--- src/hdl/hemi_pkg.sv ---
// ----------------------------------------------------------------------------
// hemi_pkg
// Shared widths, constants and types for the hemisphere ambient shader.
// ----------------------------------------------------------------------------
package hemi_pkg;

  localparam int unsigned COORD_W = 32;  // Q16.16 coordinates
  localparam int unsigned DIFF_W  = 33;  // point - center
  localparam int unsigned NORM_W  = 24;  // normalized magnitudes
  localparam int unsigned UP_W    = 16;  // Q1.14 up components
  localparam int unsigned SQ_W    = 48;  // a*a
  localparam int unsigned PROD_W  = 41;  // signed a*up
  localparam int unsigned DOT_W   = 43;  // signed dot sum
  localparam int unsigned MAG_W   = 41;  // |dot|
  localparam int unsigned LEN2_W  = 50;  // sum of squares
  localparam int unsigned LEN_W   = 25;  // floor(sqrt(len2))
  localparam int unsigned NUM_W   = 57;  // |dot| << 16
  localparam int unsigned COS_W   = 31;  // |cos| in Q1.30
  localparam int unsigned RAD_W   = 62;  // 2^60 - cos^2
  localparam int unsigned SIN_W   = 31;  // sine in Q1.30
  localparam int unsigned H_W     = 16;  // h in units of 2^-16
  localparam int unsigned CH_W    = 16;  // one color channel, Q2.14
  localparam int unsigned COLOR_W = 48;  // packed r/g/b

  localparam logic [COS_W-1:0] COS_ONE = 31'h4000_0000;
  localparam logic [H_W-1:0]   H_HALF  = 16'h8000;

  typedef struct packed {
    logic pos_cos;  // dot > 0, near color is top
    logic degen;    // point equals center
  } tag_t;

  typedef enum logic [2:0] {
    REG_CENTER_X     = 3'd0,
    REG_CENTER_Y     = 3'd1,
    REG_CENTER_Z     = 3'd2,
    REG_UP_X         = 3'd3,
    REG_UP_Y         = 3'd4,
    REG_UP_Z         = 3'd5,
    REG_COLOR_TOP    = 3'd6,
    REG_COLOR_BOTTOM = 3'd7
  } reg_idx_e;

endpackage

--- src/hdl/hemi_blend.sv ---
// ----------------------------------------------------------------------------
// hemi_blend
// Two-stage color blend: near*(1-h) + far*h per channel, rounded and
// saturated; the second stage is the output register.
// ----------------------------------------------------------------------------
module hemi_blend
  import hemi_pkg::*;
(
  input  logic               clk_i,
  input  logic               rst_ni,
  input  logic               valid_i,
  input  logic [H_W-1:0]     h_i,
  input  tag_t               tag_i,
  input  logic [COLOR_W-1:0] top_i,
  input  logic [COLOR_W-1:0] bot_i,
  output logic               valid_o,
  output logic [CH_W-1:0]    red_o,
  output logic [CH_W-1:0]    green_o,
  output logic [CH_W-1:0]    blue_o,
  output logic               degen_o
);

  localparam int unsigned PW = CH_W + H_W + 1;

  logic [COLOR_W-1:0] near_c, far_c;
  logic [H_W:0]       w_near;

  assign near_c = tag_i.pos_cos ? top_i : bot_i;
  assign far_c  = tag_i.pos_cos ? bot_i : top_i;
  assign w_near = (H_W+1)'(17'h1_0000) - (H_W+1)'(h_i);

  // stage 1: products
  logic          m_vld_q;
  logic          m_degen_q;
  logic [PW-1:0] pn_q [3];
  logic [PW-1:0] pf_q [3];

  always_ff @(posedge clk_i or negedge rst_ni) begin
    if (!rst_ni) begin
      m_vld_q <= 1'b0;
    end else begin
      m_vld_q <= valid_i;
    end
  end

  always_ff @(posedge clk_i) begin
    m_degen_q <= tag_i.degen;
    for (int c = 0; c < 3; c++) begin
      pn_q[c] <= PW'(near_c[CH_W*(2-c) +: CH_W]) * PW'(w_near);
      pf_q[c] <= PW'(far_c[CH_W*(2-c) +: CH_W]) * PW'(h_i);
    end
  end

  // stage 2: round, saturate, output register
  logic [PW:0]     sum_c [3];
  logic [CH_W-1:0] ch_d  [3];
  logic [CH_W-1:0] ch_q  [3];
  logic            o_vld_q;
  logic            o_degen_q;

  always_comb begin
    for (int c = 0; c < 3; c++) begin
      sum_c[c] = ((PW+1)'(pn_q[c]) + (PW+1)'(pf_q[c]) + (PW+1)'(32768)) >> 16;
      ch_d[c]  = (sum_c[c] > (PW+1)'(65535)) ? '1 : sum_c[c][CH_W-1:0];
    end
  end

  always_ff @(posedge clk_i or negedge rst_ni) begin
    if (!rst_ni) begin
      o_vld_q <= 1'b0;
    end else begin
      o_vld_q <= m_vld_q;
    end
  end

  always_ff @(posedge clk_i) begin
    o_degen_q <= m_degen_q;
    for (int c = 0; c < 3; c++) begin
      ch_q[c] <= ch_d[c];
    end
  end

  assign valid_o = o_vld_q;
  assign red_o   = ch_q[0];
  assign green_o = ch_q[1];
  assign blue_o  = ch_q[2];
  assign degen_o = o_degen_q;

endmodule

--- config.mk ---
export PLATFORM = sky130hd
export DESIGN_NAME = hemi_blend
export DESIGN_NICKNAME = d
export VERILOG_FILES = /design/src/hdl/hemi_pkg.sv /design/src/hdl/hemi_blend.sv
export SDC_FILE = /design/constraint.sdc
export NUM_CORES = 2
export LEC_CHECK = 0
export BUFFER_PORTS_ARGS = -buffer_cell sky130_fd_sc_hd__buf_2
export CORE_ASPECT_RATIO = 0.6
export CORE_UTILIZATION = 30
export DETAILED_ROUTE_END_ITERATION = 6
export MAX_ROUTING_LAYER = met4
export PLACE_DENSITY = 0.47
export SETUP_SLACK_MARGIN = 0.1
export SLEW_MARGIN = 15
export SYNTH_ARGS = -nofsm -noshare
export SYNTH_HDL_FRONTEND = slang
export SYNTH_SLANG_ARGS = --single-unit
--- constraint.sdc ---
create_clock -name clk_i -period 4.1 [get_ports clk_i]
set_clock_uncertainty 0.05 [all_clocks]
set_input_delay 0.615 -clock clk_i [delete_from_list [all_inputs] [get_ports clk_i]]
set_output_delay 0.615 -clock clk_i [all_outputs]
set_load 0.005 [all_outputs]
# Yosys cells after proc, flatten, opt, wreduce, memory -nomap -nowiden
# Memory sizes are Yosys's and may differ from the RTL's.
# Cells that the tools add are included.
# classes
multipliers,6
magnitude_cmp,3
mux,5
add_sub_neg,7
# op_table
cell,count
$add A33 B33 Y34,3
$add A34 B16 Y34 const B,3
$mul A16 B17 Y33,3
$mul A16 B16 Y32,3
$mux W48,2
$gt A18 B16 Y1 const B,3
$mux W16,3
$sub A17 B16 Y17 const A,1
# word_totals
wordCells,28
mem_bits_rw,243
reg_bits,4
inputBits,117
mem_count,3
# mem_list
memory,words,word_bits,rd,rd_clocked_by_memory_dff,wr,line_no,rtl
pn_q,3,33,3,0,3,hemi_blend.sv:35,logic [PW-1:0] pn_q [3];
pf_q,3,32,3,0,3,hemi_blend.sv:36,logic [PW-1:0] pf_q [3];
ch_q,3,16,3,0,3,hemi_blend.sv:57,logic [CH_W-1:0] ch_q [3];

# Logic depth before layout (Yosys ltp)
# An unclocked memory read counts as a cell.
# logic_depth
word_depth,5
depth_mapped,33
depth_no_buf,29

# Least setup slack after synthesis
# OpenSTA, ideal clock, no wires.
# synth_path
path_kind,input to register
from,input h_i[1]
to,memory pn_q[0][97] (netlist bit)
path_slack_ns,-4.597
stages,32
arrival_time_ns,8.528
required_time_ns,3.931
setup_time_ns,0.119
path_buffers,4
path_cell_list,clkbuf_1 inv_1 clkbuf_1 ha_1 nor2b_1 nand2_1 or4_1 clkbuf_1 or3_1 xor2_1 clkbuf_1 nand2_1 fa_1 fa_1 fa_1 inv_1 fa_1 fa_1 inv_1 fa_1 inv_1 ha_1 inv_1 nor2_1 nand2_1 a2111oi_1 o41ai_2 or3_1 a31oi_1 o21a_1 nor2_1 xnor2_1
# synth_rtl
item,line_no,rtl
"start, declared",hemi_blend.sv:12,"input logic [H_W-1:0] h_i,"
"end, declared",hemi_blend.sv:35,

==> results by group <==
Timing
  – Final critical-path setup slack: -3.113 ns
  – Final cycle utilization of the critical path: 175.9%
  – Relative slew slack: 40.75%
  – Top achievable clock speed: 0.1386 GHz
  – Worst-Margin Slew: 0.8888 ns
  – Setup repair after global routing missed its margin: yes
  – Number of pins with negative max-slew slack in the final report: 0
  – Final min period: 7.213 ns
  – Number of failing hold endpoints at the final stage: 0
  – Final setup viols: 163

Placed design
  – Port-buffer cells: 166
  – Total half-perimeter wirelength after legalization and detailed placement: 182,200 um
  – Final Wtd Congestion: 0.9187

Yosys
  – Most repeated cell in the gate-level netlist after synthesis: sky130_fd_sc_hd__inv_1
  – Most frequent cells after synthesis: sky130_fd_sc_hd__inv_1 (1,428), sky130_fd_sc_hd__fa_1 (1,206), sky130_fd_sc_hd__nand2_1 (952)
  – Yosys warnings: 0
  – Prevailing post-synth register cell: sky130_fd_sc_hd__dfxtp_1
  – Distinct cells, synth: 77
  – Top cell type's share of synthesized area: 39.13%
  – Post-Synthesis Cells: 6,892
  – Synth area leaders: sky130_fd_sc_hd__fa_1 (39%), sky130_fd_sc_hd__ha_1 (17%), sky130_fd_sc_hd__inv_1 (8.7%), sky130_fd_sc_hd__dfxtp_1 (7.9%), sky130_fd_sc_hd__nand2_1 (5.8%)
  – Netlist area before placement: 61,700 um2
  – EDFF count, synth: 0
  – Mapped Avg Cell Area: 8.953 um2
  – Cell taking the most area after synthesis: sky130_fd_sc_hd__fa_1
  – Sequential share of the synthesized area: 8.030%
  – Share of synthesized flip-flops with an asynchronous set or reset: 0.8097%
  – Post-synth net total: 9,029
  – Total of flip-flops plus latches after synthesis: 247

Outcome
  – Status: complete, but fails checks
  – Failing checks: negative setup slack

Global routing
  – Largest net degree at the start of global routing: 52
  – Met3 capacity usage during global routing: 4.562%
  – Met2 routing resource usage after global routing: 29.52%
  – Busiest grt layer: met1
  – Global-route wire length before repair: 329,100 um
  – Via count of the first global-routing pass: 52,130
  – Gr ovfl total: 0
  – Global Route Usage Sum: 21.62%
  – Antenna violations before repair: 27
  – Met1 Use GR: 32.50%

Setup path
  – Critical path start-end classification: primary input to flip-flop
  – Most prevalent standard cell on the critical path: sky130_fd_sc_hd__fa_1
  – Arrival time of the worst setup path: 7.72 ns
  – Slowest library cell on the worst path: sky130_fd_sc_hd__fa_2
  – Maximum net fanout on the critical path: 7
  – Required time worst endpoint: 4.61 ns
  – Crit path launch type: primary input
  – Slowest stage delay, CP: 0.55 ns
  – Element type at the critical path end: flip-flop

Route
  – Number of DRC violations after detailed routing: 0
  – Number of vias after detailed routing: 49,430
  – Number of optimization iterations in the first detailed-route pass: 5
  – DRC marker count from the first detailed-route iteration: 3,200
  – Count of nets left with antenna violations after detail routing: 0
  – Routed wire per std cell: 19.97 um
  – Total length of routed wires: 214,400 um
  – Via density: 4.604

Layout
  – Post-Route Utilization: 38.76%
  – Synth-to-layout area growth: 27.87%
  – Fraction of layout instances using a drive strength above 1: 24.46%
  – Fin nets: 10,100

Die
  – Initial core utilization: 30.31%
  – I/O pins: 167
  – Die outline width: 587.5 um
  – Row count: 128
  – Floorplan die area: 207,600 um2
  – Die height: 353.3 um
  – Placeable core area: 203,600 um2

Min path
  – Worst hold path class: primary input to asynchronous set/reset pin

Run
  – Max cap viols: 0

Clocking
  – CTS Root Buffer Type: sky130_fd_sc_hd__clkbuf_16
  – CTS H-Tree Depth: 1
  – Max Buffers Root-to-Sink: 3
  – Clock sink count: 247
  – Inserted Clock Buffers: 28
  – Insertion delay to the later sink of the worst-skew pair: 0.66 ns
  – Clock slew at the register clock pins of the worst setup and hold paths: 0.06 ns
  – TritonCTS clock tree: built
[cell families (layout without fill, tap and decap cells)]
| group | Yosys count | in the layout | share of synthesized area, % |
|---|---|---|---|
| simple gates | 2021 | 2021 | 14.57 |
| fa+ha+maj | 2020 | 2020 | 55.63 |
| buf+inv | 1701 | 2794 | 10.37 |
| compound gates | 547 | 547 | 5.878 |
| flops | 247 | 247 | 8.030 |
| xor+xnor | 215 | 215 | 3.052 |
| mux | 141 | 141 | 2.466 |
| other cells | 0 | 21 | 0 |
[registers in the layout (all words and copies together) (netlist names)]
name / cells
pn_q: 99
pf_q: 96
ch_q: 48
degen_o: 1
m_degen_q: 1
m_vld_q: 1
valid_o: 1
[worst max-delay path, delay by kind of cell]
kind	cells	cell delay, ns
buffers and inverters	7	0.75
adders and majority gates	7	3.26
AOI/OAI and AO/OA	7	1.42
xor gates and xnor gates	1	0.23
and+or+nand+nor	7	1.46
[timing repair]
item	CTS	global route
hold endpoints to repair	4	0
gates resized for setup	256	208
setup buffers	74	33
cloned	4	0
endpoints found under the setup margin	164	171
pin swaps	105	164
hold buffers	3	0
[metal layers]
metal  part of all wire (%)  vias to the layer above
li1                       -                    23130
met1                     50                    24680
met2                     40                     1478
met3                    8.3                      142
met4                    2.1                        0
met5                      0                        -
[cells in the final DEF (no fill, tap or decap), types with 90 or more instances in the layout]
master                    count
sky130_fd_sc_hd__nor2_1     461
sky130_fd_sc_hd__buf_4     1006
sky130_fd_sc_hd__dfxtp_1    245
sky130_fd_sc_hd__ha_1       746
sky130_fd_sc_hd__and2_1     358
sky130_fd_sc_hd__a21o_1      90
sky130_fd_sc_hd__buf_2      159
sky130_fd_sc_hd__inv_1     1379
sky130_fd_sc_hd__fa_1      1166
sky130_fd_sc_hd__xnor2_1    106
sky130_fd_sc_hd__nand2_1    902
[worst paths after layout]
| kind | start | cells past startpoint | slack (ns) | to |
|---|---|---|---|---|
| worst max-delay path | h_i[6] | 29 | -3.11 | pn_q[0][98] |
| worst min-delay path | rst_ni | 2 | 0.21 | m_vld_q |
| worst max register to register | pn_q[0][17] | 12 | 0.15 | ch_q[0][11] |
| worst min register to register | m_degen_q | 0 | 0.29 | degen_o |
| max in group asynchronous | rst_ni | 2 | 3.70 | valid_o |
| min in group clk_i | m_degen_q | 0 | 0.29 | degen_o |
[layout make-up]
class / instances / area [um2]
Antenna cell: 21 / 52.55
Timing Repair Buffer: 1316 / 10730
Sequential cell: 247 / 4955
Fill cell: 20510 / 124700
Clock inverter: 14 / 239.0
Tap cell: 2730 / 3416
Inverter: 1429 / 5384
Clock buffer: 35 / 747.0
Multi-Input combinational cell: 4944 / 53380
[through the flow]
step | setup TNS, ns | cells | hold WS (ns) | setup slack (ns) | instance area [um2]
2_1_floorplan | -348.15 | 6892 | 0.2596 | -3.662 | 63720
3_3_place_gp | -474.24 | 10580 | 0.2718 | -4.003 | 75110
3_5_place_dp | -474.76 | 10580 | 0.2789 | -3.921 | 75110
4_1_cts | -321.60 | 10700 | 0.1524 | -2.957 | 77820
5_1_grt | -354.18 | 10730 | 0.1872 | -3.326 | 78880
6_report | -327.73 | 10740 | 0.2107 | -3.113 | 78900
Power is left out: the tool's default activity adds up to more than one toggle a clock period on the data nets, which glitch-free logic cannot reach.
