==> src/hdl/hemi_pkg.sv <==
// ----------------------------------------------------------------------------
// hemi_pkg
// Shared widths, constants and types for the hemisphere ambient shader.
// ----------------------------------------------------------------------------
package hemi_pkg;

  localparam int unsigned COORD_W = 32;  // Q16.16 coordinates
  localparam int unsigned DIFF_W  = 33;  // point - center
  localparam int unsigned NORM_W  = 24;  // normalized magnitudes
  localparam int unsigned UP_W    = 16;  // Q1.14 up components
  localparam int unsigned SQ_W    = 48;  // a*a
  localparam int unsigned PROD_W  = 41;  // signed a*up
  localparam int unsigned DOT_W   = 43;  // signed dot sum
  localparam int unsigned MAG_W   = 41;  // |dot|
  localparam int unsigned LEN2_W  = 50;  // sum of squares
  localparam int unsigned LEN_W   = 25;  // floor(sqrt(len2))
  localparam int unsigned NUM_W   = 57;  // |dot| << 16
  localparam int unsigned COS_W   = 31;  // |cos| in Q1.30
  localparam int unsigned RAD_W   = 62;  // 2^60 - cos^2
  localparam int unsigned SIN_W   = 31;  // sine in Q1.30
  localparam int unsigned H_W     = 16;  // h in units of 2^-16
  localparam int unsigned CH_W    = 16;  // one color channel, Q2.14
  localparam int unsigned COLOR_W = 48;  // packed r/g/b

  localparam logic [COS_W-1:0] COS_ONE = 31'h4000_0000;
  localparam logic [H_W-1:0]   H_HALF  = 16'h8000;

  typedef struct packed {
    logic pos_cos;  // dot > 0, near color is top
    logic degen;    // point equals center
  } tag_t;

  typedef enum logic [2:0] {
    REG_CENTER_X     = 3'd0,
    REG_CENTER_Y     = 3'd1,
    REG_CENTER_Z     = 3'd2,
    REG_UP_X         = 3'd3,
    REG_UP_Y         = 3'd4,
    REG_UP_Z         = 3'd5,
    REG_COLOR_TOP    = 3'd6,
    REG_COLOR_BOTTOM = 3'd7
  } reg_idx_e;

endpackage

==> src/hdl/hemi_isqrt.sv <==
// ----------------------------------------------------------------------------
// hemi_isqrt
// Pipelined integer square root, one root bit per stage, floor result.
// ----------------------------------------------------------------------------
module hemi_isqrt
  import hemi_pkg::*;
#(
  parameter int unsigned RW = 25,  // root width, radicand is 2*RW bits
  parameter int unsigned SW = 2    // side data width
) (
  input  logic            clk_i,
  input  logic            rst_ni,
  input  logic            valid_i,
  input  logic [2*RW-1:0] radicand_i,
  input  logic [SW-1:0]   side_i,
  output logic            valid_o,
  output logic [RW-1:0]   root_o,
  output logic [SW-1:0]   side_o
);

  localparam int unsigned TW = 2*RW + 1;

  logic              vld_s  [RW+1];
  logic [2*RW-1:0]   rem_s  [RW+1];
  logic [RW-1:0]     root_s [RW+1];
  logic [SW-1:0]     side_s [RW+1];

  assign vld_s[0]  = valid_i;
  assign rem_s[0]  = radicand_i;
  assign root_s[0] = '0;
  assign side_s[0] = side_i;

  for (genvar k = 0; k < RW; k++) begin : g_stage
    localparam int unsigned B = RW - 1 - k;
    logic            vld_q;
    logic [2*RW-1:0] rem_q;
    logic [RW-1:0]   root_q;
    logic [SW-1:0]   side_q;
    logic [TW-1:0]   trial;
    logic            fit;

    // (r + 2^B)^2 - r^2 = r*2^(B+1) + 2^(2B)
    assign trial = (TW'(root_s[k]) << (B + 1)) | (TW'(1) << (2 * B));
    assign fit   = TW'(rem_s[k]) >= trial;

    always_ff @(posedge clk_i or negedge rst_ni) begin
      if (!rst_ni) begin
        vld_q <= 1'b0;
      end else begin
        vld_q <= vld_s[k];
      end
    end

    always_ff @(posedge clk_i) begin
      rem_q  <= fit ? rem_s[k] - trial[2*RW-1:0] : rem_s[k];
      root_q <= fit ? (root_s[k] | (RW'(1) << B)) : root_s[k];
      side_q <= side_s[k];
    end

    assign vld_s[k+1]  = vld_q;
    assign rem_s[k+1]  = rem_q;
    assign root_s[k+1] = root_q;
    assign side_s[k+1] = side_q;
  end

  assign valid_o = vld_s[RW];
  assign root_o  = root_s[RW];
  assign side_o  = side_s[RW];

endmodule

==> config.mk <==
export PLATFORM = sky130hd
export DESIGN_NAME = hemi_isqrt
export DESIGN_NICKNAME = d
export VERILOG_FILES = /design/src/hdl/hemi_pkg.sv /design/src/hdl/hemi_isqrt.sv
export SDC_FILE = /design/constraint.sdc
export NUM_CORES = 2
export LEC_CHECK = 0
export BUFFER_PORTS_ARGS = -buffer_cell sky130_fd_sc_hd__clkbuf_2
export CORE_MARGIN = 10
export CORE_UTILIZATION = 45
export DETAILED_ROUTE_END_ITERATION = 7
export SYNTH_ARGS = -nofsm -noshare
export SYNTH_HDL_FRONTEND = slang
export SYNTH_SLANG_ARGS = --single-unit
==> constraint.sdc <==
create_clock -name clk_i -period 4.6 [get_ports clk_i]
set_clock_uncertainty 0.1 [all_clocks]
set_input_delay 0.46 -clock clk_i [delete_from_list [all_inputs] [get_ports clk_i]]
set_output_delay 0.46 -clock clk_i [all_outputs]
set_load 0.1 [all_outputs]
# Word-level counts from Yosys, hierarchy flattened
# Index checks and enable logic that the tools add are counted.
dict set report totals {
  reg_bits 1900
  in_bits 55
  elab_cells 197
}
dict set report op_classes {
  add_sub_neg 24
  n_lt_le_gt_ge 25
  n_mux 25
}
# op count
set ops {}
lappend ops {{$mux W50} 24}
lappend ops {{$ge A50 B26 Y1} 1}
lappend ops {{$ge A50 B27 Y1} 1}
lappend ops {{$ge A50 B28 Y1} 1}
lappend ops {{$ge A50 B29 Y1} 1}
lappend ops {{$ge A50 B30 Y1} 1}
lappend ops {{$ge A50 B31 Y1} 1}
lappend ops {{$ge A50 B32 Y1} 1}
lappend ops {{$ge A50 B33 Y1} 1}
lappend ops {{$ge A50 B34 Y1} 1}
lappend ops {{$ge A50 B35 Y1} 1}
lappend ops {{$ge A50 B36 Y1} 1}
lappend ops {{$ge A50 B37 Y1} 1}
lappend ops {{$ge A50 B38 Y1} 1}
lappend ops {{$ge A50 B39 Y1} 1}
lappend ops {{$ge A50 B40 Y1} 1}
lappend ops {{$ge A50 B41 Y1} 1}
lappend ops {{$ge A50 B42 Y1} 1}
lappend ops {{$ge A50 B43 Y1} 1}
lappend ops {{$ge A50 B44 Y1} 1}
lappend ops {{$ge A50 B45 Y1} 1}
lappend ops {{$ge A50 B46 Y1} 1}
lappend ops {{$ge A50 B47 Y1} 1}
lappend ops {{$ge A50 B48 Y1} 1}
lappend ops {{27 further kinds} 27}

# Logic depth before layout (Yosys ltp)
dict set report depth {
  ltp_word 2
  mapped_depth 13
  ltp_nobuf 12
}

# Worst setup path after synthesis
# Ideal clock, no wire load.
dict set report synth_timing {
  path_type {register to register}
  start {register g_stage[20].root_q[4]}
  end {register g_stage[21].rem_q[41]}
  slack_ns 1.256
  arrival_time_ns 3.125
  setup_time_ns 0.118
  stages_incl_launch_ff 13
  n_path_buf 1
  synth_period_minus_slack_ns 3.344
  path_cell_list {dfxtp_1 > inv_1 > ha_1 > o21a_1 > o21ai_0 > a22oi_1 > o2bb2ai_1 > o41ai_1 > o22ai_1 > or4_1 > buf_2 > or4_1 > xnor2_1}
}
dict set report synth_between {
  elab_chain_cells 2
}
# item line_no
set synth_rtl {}
lappend synth_rtl {{start: declaration} hemi_isqrt.sv:37} ;# logic [RW-1:0] root_q;
lappend synth_rtl {{start signal: assignment} hemi_isqrt.sv:56} ;# root_q <= fit ? (root_s[k] | (RW'(1) << B)) : root_s[k];
lappend synth_rtl {{$sub A50 B29 Y50 or $ge A50 B29 Y1 (tied branches)} {hemi_isqrt.sv:55, hemi_isqrt.sv:44}}
lappend synth_rtl {{$mux W50 *} hemi_isqrt.sv:55} ;# rem_q <= fit ? rem_s[k] - trial[2*RW-1:0] : rem_s[k];
lappend synth_rtl {{end signal: assignment} hemi_isqrt.sv:55}
lappend synth_rtl {{end: declaration} hemi_isqrt.sv:36} ;# logic [2*RW-1:0] rem_q;
# Every way passes the cells marked *; elsewhere a longest branch is shown, timed or not.
# A chain may end at the register's enable or synchronous reset.

# Worst setup path in the final report
# Same ends and word-level chain as after synthesis.

==> impl_results.md <==
- # nets final: 6300
- PwrDens: around 650 nW/um2
- Worst slew margin: 22.1%
- Tmin final: approximately 4000 ps
- Worst r2r src: g_stage[20].root_q[4]$_SDFF_PP1_
- Gate Count Post-Synth: 5663
- Max-capacitance violation count: 0
- Synth Area in Compound Gates: roughly 11%
- Status: complete, no violations
- Mapped cell area: around 60000 um2
- Slew @ Worst Pin: 1160 ps
- Crit path launch type: flop
- Via count: just under 40000
- Die Height: around 380 um
- Worst EP arrival: roughly 4600 ps
- Area share of and/or/nand/nor cells after synthesis: 13.9%
- Dpl hpwl: about 100000 um
- Seq cells post-synth: 1600
- Synth Area in XOR/XNOR: 7.74%
- Most used cell, CP: or4_1
- RD Place Congestion: approximately 0.89
- Synth warn: 0
- Hold violation count in the final report: 0
- Gr usage total: roughly 17%
- Min-delay worst type: in -> async
- Mux share of post-synthesis cell area: about 1.2%
- Cell variety after synth: 87
- Pre-CTS setup slack: 681 ps
- Drt wl/cell: 16.5 um
- Drt pass-1 iters: 8
- Pin count of the biggest net entering global routing: 43
- Synthesized netlist net count: 6064
- Initial antenna violation count: 1
- Final Max Slew Viols: 0
- Core area: 129000 um2
- Max stage delay on crit path: 650 ps
- Unrepaired setup endpoints after global routing: no
- Vias in the first global route: 39339
- Final setup vio count: 0
- Drt drc: 0
- Synth-to-layout area growth: 15.2%
- Clk_lat worst skew: ~800 ps
- Sequential share of the synthesized area: between 50% and 60%
- Post-route ant nets: 0
- Root Buffer: clkbuf_16
- Setup TNS Final: 0 ps
- Clock-pin slew on the worst setup and hold paths: approximately 60 ps
- Core Rows: 132
- Critical Path Start: g_stage[20].root_q[4]$_SDFF_PP1_
- Global-route wire length before repair: 206000 um
- Post-CTS Resized: 0
- Layout cells sized above 1: 8.10%
- Die width: 380 um
- Worst Reg2Reg Path Length in Cells: 11
- Total congestion overflow: 0
- Average size of a mapped cell: ~10 um2
- Total CTS buffers: 163
- Crit path kind: reg -> reg
- Peak VDD IR: about 0.40 mV
- Setup bufs post-CTS: 0
- H-tree depth: 4
- Drt via density: approximately 5
- Max Fclk: ~250 MHz
- Final setup margin: between 600 and 700 ps
- Post-Route WL: around 130000 um
- Post-Synth Adder-Cell Area: 7.42%
- Initial Utilization: 45.2%
- Worst setup EP type: flop
- CP max stage cell: o41ai_1
- Boundary pin count: 83
- Synth Flop Type: dfxtp_1
- Initial DRC Count: roughly 2000
- P_leak: around 0.03 uW
- Crit-path cells: inv_1, ha_1, o21a_1, o21ai_0, a22oi_1, o2bb2ai_1, o41ai_1, o22ai_1, or4_1, or4_1, xnor2_1
- I/O Buffers: 82
- Die ar.: 145000 um2
- Critical Path RT: 5170 ps
- Asr flop ratio synth: 1.56%
- Post-synth EDFFs: 0
- Clock Tree Buf Depth: 3
- Final period utilization: 86.9%
- Fill cells: 11585
- Smallest hold slack: 104 ps
- Max FO, Critical Path: 6
- TritonCTS clock tree: built
- Largest family of logic cells by synthesized area: simple AND/OR/NAND/NOR gates
- TritonCTS Sinks: between 1500 and 2000
[path summary, 6_finish.rpt]
check / end / slack [ps]
setup reg to reg: g_stage[21].rem_q[41]$_DFF_P_ / 600
setup / recovery: g_stage[21].rem_q[41]$_DFF_P_ / 600
min in group clk_i: g_stage[0].rem_q[43]$_DFF_P_ / 190
hold reg to reg: g_stage[11].root_q[14]$_DFF_P_ / 220
max in group asynchronous: g_stage[19].vld_q$_DFF_PN0_ / 3900
hold / removal: g_stage[14].vld_q$_DFF_PN0_ / 100
[stage by stage]
step                      area [um2]  total power, uW  instances  utilization [%]
final                          67200            43900       7771             52.1
after global routing           67200            46500       7771             52.1
after CTS                      67200            44400       7770             52.1
after detailed placement       60900            30300       7421             47.1
after global placement         60900            30200       7421             47.1
after floorplan                58400            27100       5663                -
[layout make-up]
| cell class | instances | area, um2 | area share, % |
|---|---|---|---|
| sequential | 1600 | 32200 | 47.8 |
| multi-input combinational | 3530 | 24200 | 36.0 |
| clock buffer | 221 | 4590 | 6.82 |
| tap | 1742 | 2180 | 3.24 |
| inverter | 435 | 1630 | 2.43 |
| clock inverter | 73 | 1250 | 1.86 |
| timing repair buffer | 169 | 1200 | 1.79 |
| antenna | 1 | 2.50 | 0.00372 |
[state kept, by name, indices dropped and copies added, names as in the netlist]
register / flops
g_stage.vld_q: 24
valid_o: 1
g_stage.root_q: 300
g_stage.rem_q: 1200
root_o: 25
side_o: 2
g_stage.side_q: 48
[cells in the mapped netlist (all sizes together), types with 33 or more instances]
| cell type | count | area share (%) |
|---|---|---|
| ha | 346 | 7.4 |
| dfxtp | 1575 | 54 |
| mux2 | 55 | 1.1 |
| a21oi | 336 | 2.9 |
| or3 | 53 | 0.57 |
| nand3 | 85 | 0.75 |
| nor4 | 190 | 2.1 |
| o21a | 68 | 0.87 |
| o21ai | 237 | 2.0 |
| o31ai | 33 | 0.42 |
| nand4 | 85 | 0.91 |
| nor2 | 367 | 2.4 |
| nor2b | 41 | 0.44 |
| inv | 435 | 2.8 |
| a21o | 123 | 1.6 |
| nor3 | 159 | 1.4 |
| xor2 | 258 | 3.9 |
| clkbuf | 84 | 0.54 |
| xnor2 | 258 | 3.9 |
| nand2b | 62 | 0.66 |
| nand2 | 326 | 2.1 |
| or4 | 37 | 0.48 |
[logic make-up after synthesis]
family / Yosys count
xor gates and xnor gates: 516
AOI/OAI and AO/OA: 1029
buffers and inverters: 533
adders and majority gates: 346
muxes: 63
DFF: 1600
and+or+nand+nor: 1576
[critical path: cells and delay by family (launching register included)]
kind / cells / cell delay (ps)
fa+ha+maj: 1 / 320
buf+inv: 1 / 50
compound gates: 6 / 1860
flops: 1 / 320
xor+xnor: 1 / 130
simple gates: 2 / 1100
[what timing repair did]
item | 4_1_cts | 5_1_grt
endpoints found under the hold margin | 79 | 0
hold buffers | 55 | 0
setup endpoints to repair | 0 | 0
[layout by cell type, fill, tap and decap left out, drive strengths merged, types with 36 or more instances in the layout]
master | netlist | routed
dfxtp | 1575 | 1575
inv | 435 | 437
nor2 | 367 | 367
ha | 346 | 346
a21oi | 336 | 336
nand2 | 326 | 326
clkbuf | 84 | 303
xnor2 | 258 | 258
xor2 | 258 | 258
o21ai | 237 | 237
nor4 | 190 | 190
nor3 | 159 | 159
a21o | 123 | 123
nand4 | 85 | 85
nand3 | 85 | 85
o21a | 68 | 68
nand2b | 62 | 62
mux2 | 55 | 55
dlygate4sd3 | 0 | 55
or3 | 53 | 53
nor2b | 41 | 41
or4 | 37 | 37
clkinv | 0 | 36
[power by group]
part,leakage [uW],switching [uW],internal (uW),total [uW]
Sequential,0.0135,2580,17000,19600
Clock,0.00280,5560,8330,13900
Combinational,0.0143,5770,4720,10500
Total,0.0306,13900,30000,43900
[metal layers]
layer / up-vias / global-route usage, % / share of wire [%]
met1: 18525 / 21.1 / 44
met5: - / 0 / 0
li1: 20120 / - / -
met2: 645 / 30.8 / 50
met4: 0 / 5.57 / 2.5
met3: 204 / 2.69 / 3.4
Power figures use the tool's default switching activity.
