==> src/hdl/hemi_pkg.sv <==
// ----------------------------------------------------------------------------
// hemi_pkg
// Shared widths, constants and types for the hemisphere ambient shader.
// ----------------------------------------------------------------------------
package hemi_pkg;

  localparam int unsigned COORD_W = 32;  // Q16.16 coordinates
  localparam int unsigned DIFF_W  = 33;  // point - center
  localparam int unsigned NORM_W  = 24;  // normalized magnitudes
  localparam int unsigned UP_W    = 16;  // Q1.14 up components
  localparam int unsigned SQ_W    = 48;  // a*a
  localparam int unsigned PROD_W  = 41;  // signed a*up
  localparam int unsigned DOT_W   = 43;  // signed dot sum
  localparam int unsigned MAG_W   = 41;  // |dot|
  localparam int unsigned LEN2_W  = 50;  // sum of squares
  localparam int unsigned LEN_W   = 25;  // floor(sqrt(len2))
  localparam int unsigned NUM_W   = 57;  // |dot| << 16
  localparam int unsigned COS_W   = 31;  // |cos| in Q1.30
  localparam int unsigned RAD_W   = 62;  // 2^60 - cos^2
  localparam int unsigned SIN_W   = 31;  // sine in Q1.30
  localparam int unsigned H_W     = 16;  // h in units of 2^-16
  localparam int unsigned CH_W    = 16;  // one color channel, Q2.14
  localparam int unsigned COLOR_W = 48;  // packed r/g/b

  localparam logic [COS_W-1:0] COS_ONE = 31'h4000_0000;
  localparam logic [H_W-1:0]   H_HALF  = 16'h8000;

  typedef struct packed {
    logic pos_cos;  // dot > 0, near color is top
    logic degen;    // point equals center
  } tag_t;

  typedef enum logic [2:0] {
    REG_CENTER_X     = 3'd0,
    REG_CENTER_Y     = 3'd1,
    REG_CENTER_Z     = 3'd2,
    REG_UP_X         = 3'd3,
    REG_UP_Y         = 3'd4,
    REG_UP_Z         = 3'd5,
    REG_COLOR_TOP    = 3'd6,
    REG_COLOR_BOTTOM = 3'd7
  } reg_idx_e;

endpackage

==> src/hdl/hemi_div.sv <==
// ----------------------------------------------------------------------------
// hemi_div
// Pipelined restoring divider, one quotient bit per stage, with an
// overflow flag for quotients of 2^QW and above.
// ----------------------------------------------------------------------------
module hemi_div
  import hemi_pkg::*;
#(
  parameter int unsigned NW = 57,  // numerator width
  parameter int unsigned DW = 25,  // divisor width
  parameter int unsigned QW = 31,  // quotient bits produced
  parameter int unsigned SW = 2    // side data width
) (
  input  logic          clk_i,
  input  logic          rst_ni,
  input  logic          valid_i,
  input  logic [NW-1:0] num_i,
  input  logic [DW-1:0] den_i,
  input  logic [SW-1:0] side_i,
  output logic          valid_o,
  output logic [QW-1:0] quo_o,
  output logic          sat_o,
  output logic [SW-1:0] side_o
);

  localparam int unsigned TW = ((NW > DW + QW) ? NW : DW + QW) + 1;

  // overflow check stage
  logic          pre_vld_q;
  logic [NW-1:0] pre_num_q;
  logic [DW-1:0] pre_den_q;
  logic [SW-1:0] pre_side_q;
  logic          pre_sat_q;

  always_ff @(posedge clk_i or negedge rst_ni) begin
    if (!rst_ni) begin
      pre_vld_q <= 1'b0;
    end else begin
      pre_vld_q <= valid_i;
    end
  end

  always_ff @(posedge clk_i) begin
    pre_num_q  <= num_i;
    pre_den_q  <= den_i;
    pre_side_q <= side_i;
    pre_sat_q  <= TW'(num_i) >= (TW'(den_i) << QW);
  end

  logic          vld_s  [QW+1];
  logic [NW-1:0] rem_s  [QW+1];
  logic [DW-1:0] den_s  [QW+1];
  logic [QW-1:0] quo_s  [QW+1];
  logic          sat_s  [QW+1];
  logic [SW-1:0] side_s [QW+1];

  assign vld_s[0]  = pre_vld_q;
  assign rem_s[0]  = pre_num_q;
  assign den_s[0]  = pre_den_q;
  assign quo_s[0]  = '0;
  assign sat_s[0]  = pre_sat_q;
  assign side_s[0] = pre_side_q;

  for (genvar k = 0; k < QW; k++) begin : g_stage
    localparam int unsigned B = QW - 1 - k;
    logic          vld_q;
    logic [NW-1:0] rem_q;
    logic [DW-1:0] den_q;
    logic [QW-1:0] quo_q;
    logic          sat_q;
    logic [SW-1:0] side_q;
    logic [TW-1:0] sub;
    logic          fit;

    assign sub = TW'(den_s[k]) << B;
    assign fit = TW'(rem_s[k]) >= sub;

    always_ff @(posedge clk_i or negedge rst_ni) begin
      if (!rst_ni) begin
        vld_q <= 1'b0;
      end else begin
        vld_q <= vld_s[k];
      end
    end

    always_ff @(posedge clk_i) begin
      rem_q  <= fit ? rem_s[k] - sub[NW-1:0] : rem_s[k];
      quo_q  <= fit ? (quo_s[k] | (QW'(1) << B)) : quo_s[k];
      den_q  <= den_s[k];
      sat_q  <= sat_s[k];
      side_q <= side_s[k];
    end

    assign vld_s[k+1]  = vld_q;
    assign rem_s[k+1]  = rem_q;
    assign den_s[k+1]  = den_q;
    assign quo_s[k+1]  = quo_q;
    assign sat_s[k+1]  = sat_q;
    assign side_s[k+1] = side_q;
  end

  assign valid_o = vld_s[QW];
  assign quo_o   = quo_s[QW];
  assign sat_o   = sat_s[QW];
  assign side_o  = side_s[QW];

endmodule

==> config.mk <==
export PLATFORM = sky130hd
export DESIGN_NAME = hemi_div
export DESIGN_NICKNAME = d
export VERILOG_FILES = /design/src/hdl/hemi_pkg.sv /design/src/hdl/hemi_div.sv
export SDC_FILE = /design/constraint.sdc
export NUM_CORES = 2
export LEC_CHECK = 0
export BUFFER_PORTS_ARGS = -buffer_cell sky130_fd_sc_hd__buf_4
export CORE_MARGIN = 2
export CORE_UTILIZATION = 63
export DETAILED_ROUTE_END_ITERATION = 8
export MAX_ROUTING_LAYER = met4
export PLACE_DENSITY = 0.89
export REMOVE_ABC_BUFFERS = 1
export SYNTH_ARGS = -nofsm -noshare
export SYNTH_HDL_FRONTEND = slang
export SYNTH_SLANG_ARGS = --single-unit
==> constraint.sdc <==
create_clock -name clk_i -period 5.4 [get_ports clk_i]
set_input_delay 0.54 -clock clk_i [delete_from_list [all_inputs] [get_ports clk_i]]
set_output_delay 0.54 -clock clk_i [all_outputs]
set_load 0.02 [all_outputs]
### Yosys cells after proc, flatten, opt, wreduce, memory -nomap -nowiden

Index checks and enable logic that the tools add are counted.

* bits in registers: 3631
* input bits: 87

* $add $sub $neg: 30
* $lt $le $gt $ge: 32
* muxes and demuxes: 31

Operators with widths (number)
* 2-to-1 mux 57 bit: 30
* >= comparator 57 x 25 -> 1 bit: 1
* >= comparator 57 x 26 -> 1 bit: 1
* >= comparator 57 x 27 -> 1 bit: 1
* >= comparator 57 x 28 -> 1 bit: 1
* >= comparator 57 x 29 -> 1 bit: 1
* >= comparator 57 x 30 -> 1 bit: 1
* >= comparator 57 x 31 -> 1 bit: 1
* >= comparator 57 x 32 -> 1 bit: 1
* >= comparator 57 x 33 -> 1 bit: 1
* >= comparator 57 x 34 -> 1 bit: 1
* >= comparator 57 x 35 -> 1 bit: 1
* >= comparator 57 x 36 -> 1 bit: 1
* >= comparator 57 x 37 -> 1 bit: 1
* >= comparator 57 x 38 -> 1 bit: 1
* >= comparator 57 x 39 -> 1 bit: 1
* >= comparator 57 x 40 -> 1 bit: 1
* >= comparator 57 x 41 -> 1 bit: 1
* >= comparator 57 x 42 -> 1 bit: 1
* >= comparator 57 x 43 -> 1 bit: 1
* >= comparator 57 x 44 -> 1 bit: 1
* >= comparator 57 x 45 -> 1 bit: 1
* >= comparator 57 x 46 -> 1 bit: 1
* >= comparator 57 x 47 -> 1 bit: 1
* 40 further kinds: 40

### Logic depth before layout (Yosys ltp)

* word-level depth: 2
* mapped depth: 17
* mapped depth without buffers: 15

### Worst setup path after synthesis

OpenSTA, ideal clock, no wires.

* kind: flip-flop to flip-flop
* start: register g_stage[16].rem_q[13]
* end: register g_stage[17].rem_q[16]
* arrival: 3725 ps
* required time: 5279 ps
* path slack: 1554 ps
* stages on the path, launching flop included: 16
* path buffers: 2
* period minus slack after synthesis: 3846 ps
* path through: dfxtp_1 > inv_1 > ha_1 > inv_1 > fa_1 > a21o_1 > a21oi_1 > o21ai_0 > a311o_1 > nand3_1 > nor4b_1 > o21ai_0 > a211oi_1 > clkbuf_1 > clkbuf_1 > mux2_2

* longest elaborated chain between the ends: 2
* elaborated cells on any way between the ends: 3

Ends and longest elaborated chain
* start, declared: line hemi_div.sv:67 `logic [NW-1:0] rem_q;`
* start signal, assigned: line hemi_div.sv:87 `rem_q <= fit ? rem_s[k] - sub[NW-1:0] : rem_s[k];`
* subtractor 57 x 38 -> 57 bit or >= comparator 57 x 38 -> 1 bit (tied branches): line hemi_div.sv:87, hemi_div.sv:76
* 2-to-1 mux 57 bit (*): line hemi_div.sv:87
* end signal, assigned: line hemi_div.sv:87
* end, declared: line hemi_div.sv:67

Every way passes the cells marked *; elsewhere a longest branch is shown, timed or not.
A chain may end at the register's enable or synchronous reset.

### Final worst setup path

* start: register g_stage[12].den_q[0]
* end: register g_stage[13].rem_q[55]

* longest elaborated chain between the ends: 2
* elaborated cells on any way between the ends: 3

Ends and longest elaborated chain
* start, declared: line hemi_div.sv:68 `logic [DW-1:0] den_q;`
* start signal, assigned: line hemi_div.sv:89 `den_q <= den_s[k];`
* subtractor 57 x 42 -> 57 bit or >= comparator 57 x 42 -> 1 bit (tied branches): line hemi_div.sv:87, hemi_div.sv:76
* 2-to-1 mux 57 bit (*): line hemi_div.sv:87
* end signal, assigned: line hemi_div.sv:87
* end, declared: line hemi_div.sv:67

Marks and branches as above.

==> impl_metrics.env <==
export IMPL_synth_seq_cells=3166
export IMPL_syn_area_um2=124000
export IMPL_initial_core_util_pct=63.5
export IMPL_synth_top_cells_by_area="dfxtp_1 51%, ha_1 8.1%, xor2_1 3.9%"
export IMPL_clock_skew_ns=0.125
export IMPL_vias=94843
export IMPL_setup_viol=0
export IMPL_hp_class="input pin to async pin"
export IMPL_p_leak_nw=61.2
export IMPL_die_x_um=448
export IMPL_slowest_delay_ns=0.81
export IMPL_drive_gt1_share_pct=7.06
export IMPL_finalCritPeriodShare_pct=89.2
export IMPL_pre_cts_slack_ns=0.776
export IMPL_synth_cell_types=96
export IMPL_irDropWorstVdd_v=0.000383
export IMPL_max_slew_margin_rel_pct=14.1
export IMPL_core_um2=195000
export IMPL_reg2reg_depth=14
export IMPL_numCtsBuffers=318
export IMPL_ios=122
export IMPL_design_area_um2=139000
export IMPL_cts_sinks=3166
export IMPL_max_freq_mhz=208
export IMPL_finalWorstSetupSlack_ns=0.582
export IMPL_path_max_fanout=4
export IMPL_crit_path_cell_trace="ha_1 > inv_1 > fa_1 > a21o_1 > a21oi_1 > o21bai_1 > a2111oi_0 > o21ai_0 > a31oi_1 > o21ai_0 > a2111oi_0 > nand3b_1 > nor4_1 > xor2_1"
export IMPL_worstPathRequired_ns=6.31
export IMPL_seq_area_frac_synth_pct=51.2
export IMPL_highest_layer="met4"
export IMPL_grt_max_degree=55
export IMPL_synth_avg_cell_area_um2=9.78
export IMPL_async_reset_ff_share_pct=1.01
export IMPL_place_congestion=1.03
export IMPL_placed_area_um2=128000
export IMPL_final_nets=13927
export IMPL_rrSetupSlack_ns=0.58
export IMPL_synth_largest_area_cell="dfxtp_1"
export IMPL_wl_met3_um=23800
export IMPL_grt_pass1_wl_um=502000
export IMPL_min_period_ns=4.82
export IMPL_via_per_inst=5.97
export IMPL_rows=162
export IMPL_end_kind="flip-flop"
export IMPL_post_drt_wl_per_cell_um=20.2
export IMPL_h_tree_depth=5
export IMPL_fp_dieArea_um2=201000
export IMPL_hold_ws_ns=0.0573
export IMPL_arrival_ns=5.72
export IMPL_outcome="completed"
export IMPL_clock_latency_ns=1.00
export IMPL_antenna_found_initial=8
export IMPL_cap_violations=0
export IMPL_clkSlewWorstSetupHoldPaths_ns=0.07
export IMPL_clockBufferDepth=4
export IMPL_reg2reg_to="g_stage[13].rem_q[55]"
export IMPL_clockRootBuffer="clkbuf_16"
export IMPL_critPathLaunchType="flip-flop"
export IMPL_power_mw=89.2
export IMPL_worst_pin_slew_ns=1.26
export IMPL_area_delta_synth_final_pct=12.3
export IMPL_crit_slowest_cell="a2111oi_0"
export IMPL_die_y_um=448
export IMPL_cts_tree="built"
export IMPL_grt_usage_pct=32.2
export IMPL_synth_top_cell_area_share_pct=50.6
export IMPL_crit_type="flip-flop to flip-flop"
export IMPL_antenna_left=0
export IMPL_first_iter_violations=9010
export IMPL_rsz0062_at_grt="no"
export IMPL_wl_um=320000
export IMPL_synthFlopType="dfxtp_1"
export IMPL_drv_slew=0
export IMPL_hpwl_um=218000
export IMPL_syn_inst=12690
export IMPL_grt_ovfl_total=0
export IMPL_portBuffers=121
export IMPL_tns_ns=0
export IMPL_hold_viol_final=0
export IMPL_wl_met2_um=152000
export IMPL_drc=0
export IMPL_grt_pass1_vias=94861
export IMPL_yosys_warnings=0
export IMPL_synth_edf_count=0
export IMPL_wl_met1_um=119000
export IMPL_p_per_area_nw_per_um2=640
export IMPL_r2r_start="g_stage[12].den_q[0]"
export IMPL_first_pass_iters=9
report_power, final:
group,internal [mW],switching (mW)
Sequential,29.3,5.04
Combinational,14.0,18.5
Clock,13.2,9.15
layout make-up:
class / count / area (µm²)
antenna: 14 / 35.0
clock inverter: 130 / 1640
fill: 12866 / 56000
inverter: 1061 / 3980
timing repair buffer: 255 / 2130
sequential: 3166 / 63500
clock buffer: 418 / 8930
tap: 2624 / 3280
multi-input combinational: 8208 / 55800
metal layers:
layer,global-route usage (%),up-vias
met1,35.3,44465
met2,53.0,4521
met3,6.04,1442
li1,-,44415
met5,-,-
met4,22.1,0
kinds of logic after synthesis:
| kind of cell | synth area share, % |
|---|---|
| adders and majority gates | 8.55 |
| DFF | 51.2 |
| xor gates and xnor gates | 7.70 |
| AOI/OAI and AO/OA | 13.6 |
| buffers and inverters | 4.00 |
| muxes | 1.17 |
| and+or+nand+nor | 13.8 |
state kept, by name, indices dropped and copies added, names as in the netlist:
signal / count
sat_o: 1
g_stage.den_q: 750
side_o: 2
g_stage.rem_q: 1710
g_stage.sat_q: 30
pre_sat_q: 1
quo_o: 31
pre_num_q: 57
pre_vld_q: 1
g_stage.vld_q: 30
pre_side_q: 2
g_stage.side_q: 60
g_stage.quo_q: 465
valid_o: 1
pre_den_q: 25
through the flow:
stage                     utilization (%)  cells
after floorplan                         -  12435
after global placement               65.5  15228
after detailed placement             65.5  15228
after CTS                            71.3  15862
after global routing                 71.3  15874
final                                71.3  15876
repair_timing:
| item | CTS | global route |
|---|---|---|
| buffers inserted | 0 | 0 |
| hold buffers | 86 | 0 |
| endpoints found under the hold margin | 118 | 0 |
| resized for setup | 0 | 0 |
placed cells by master, fill, tap and decap left out, types with 91 or more instances in the layout:
cell type  Yosys  layout
mux2_2       118     118
ha_1         800     800
nor2b_1      129     128
dfxtp_1     3134    3134
o31ai_1       92      91
nor2_1       788     788
or3_1        124     124
nand3_1      194     194
buf_4          1     169
inv_1       1056    1056
nand4_1      157     157
a21oi_1      847     844
a21o_1       387     387
xnor2_1      543     543
clkbuf_16      0     323
o21a_1       111     111
nand2b_1     177     177
nand2_1      895     895
nor4_1       240     238
o21ai_0      741     741
xor2_1       548     548
nor3_1       291     290
cell usage after synthesis, types with 240 or more instances:
| library cell | instances |
|---|---|
| a21o_1 | 387 |
| a21oi_1 | 847 |
| dfxtp_1 | 3134 |
| ha_1 | 800 |
| inv_1 | 1056 |
| nand2_1 | 895 |
| nor2_1 | 788 |
| nor3_1 | 291 |
| nor4_1 | 240 |
| o21ai_0 | 741 |
| xnor2_1 | 543 |
| xor2_1 | 548 |
worst max path at each step:
| stage | slack, ns | start | cells past startpoint | to |
|---|---|---|---|---|
| global placement | 0.96 | g_stage[12].rem_q[17] | 15 | g_stage[13].rem_q[55] |
| CTS | 0.73 | g_stage[12].den_q[0] | 14 | g_stage[13].rem_q[55] |
| floorplan | -1.35 | g_stage[19].rem_q[50] | 10 | g_stage[20].rem_q[56] |
| global route | 0.28 | g_stage[12].den_q[0] | 14 | g_stage[13].rem_q[55] |
| finish | 0.58 | g_stage[12].den_q[0] | 14 | g_stage[13].rem_q[55] |
| detailed placement | 0.78 | g_stage[12].rem_q[17] | 15 | g_stage[13].rem_q[55] |
critical path, delay by kind of cell, from the launching register on:
family                     cells  cell delay [ns]
AOI/OAI and AO/OA              8             2.88
and+or+nand+nor                2             0.61
adders and majority gates      2             0.61
DFF                            1             0.37
xor gates and xnor gates       1             0.23
buffers and inverters          1             0.07
(Power assumes the default switching activity.)
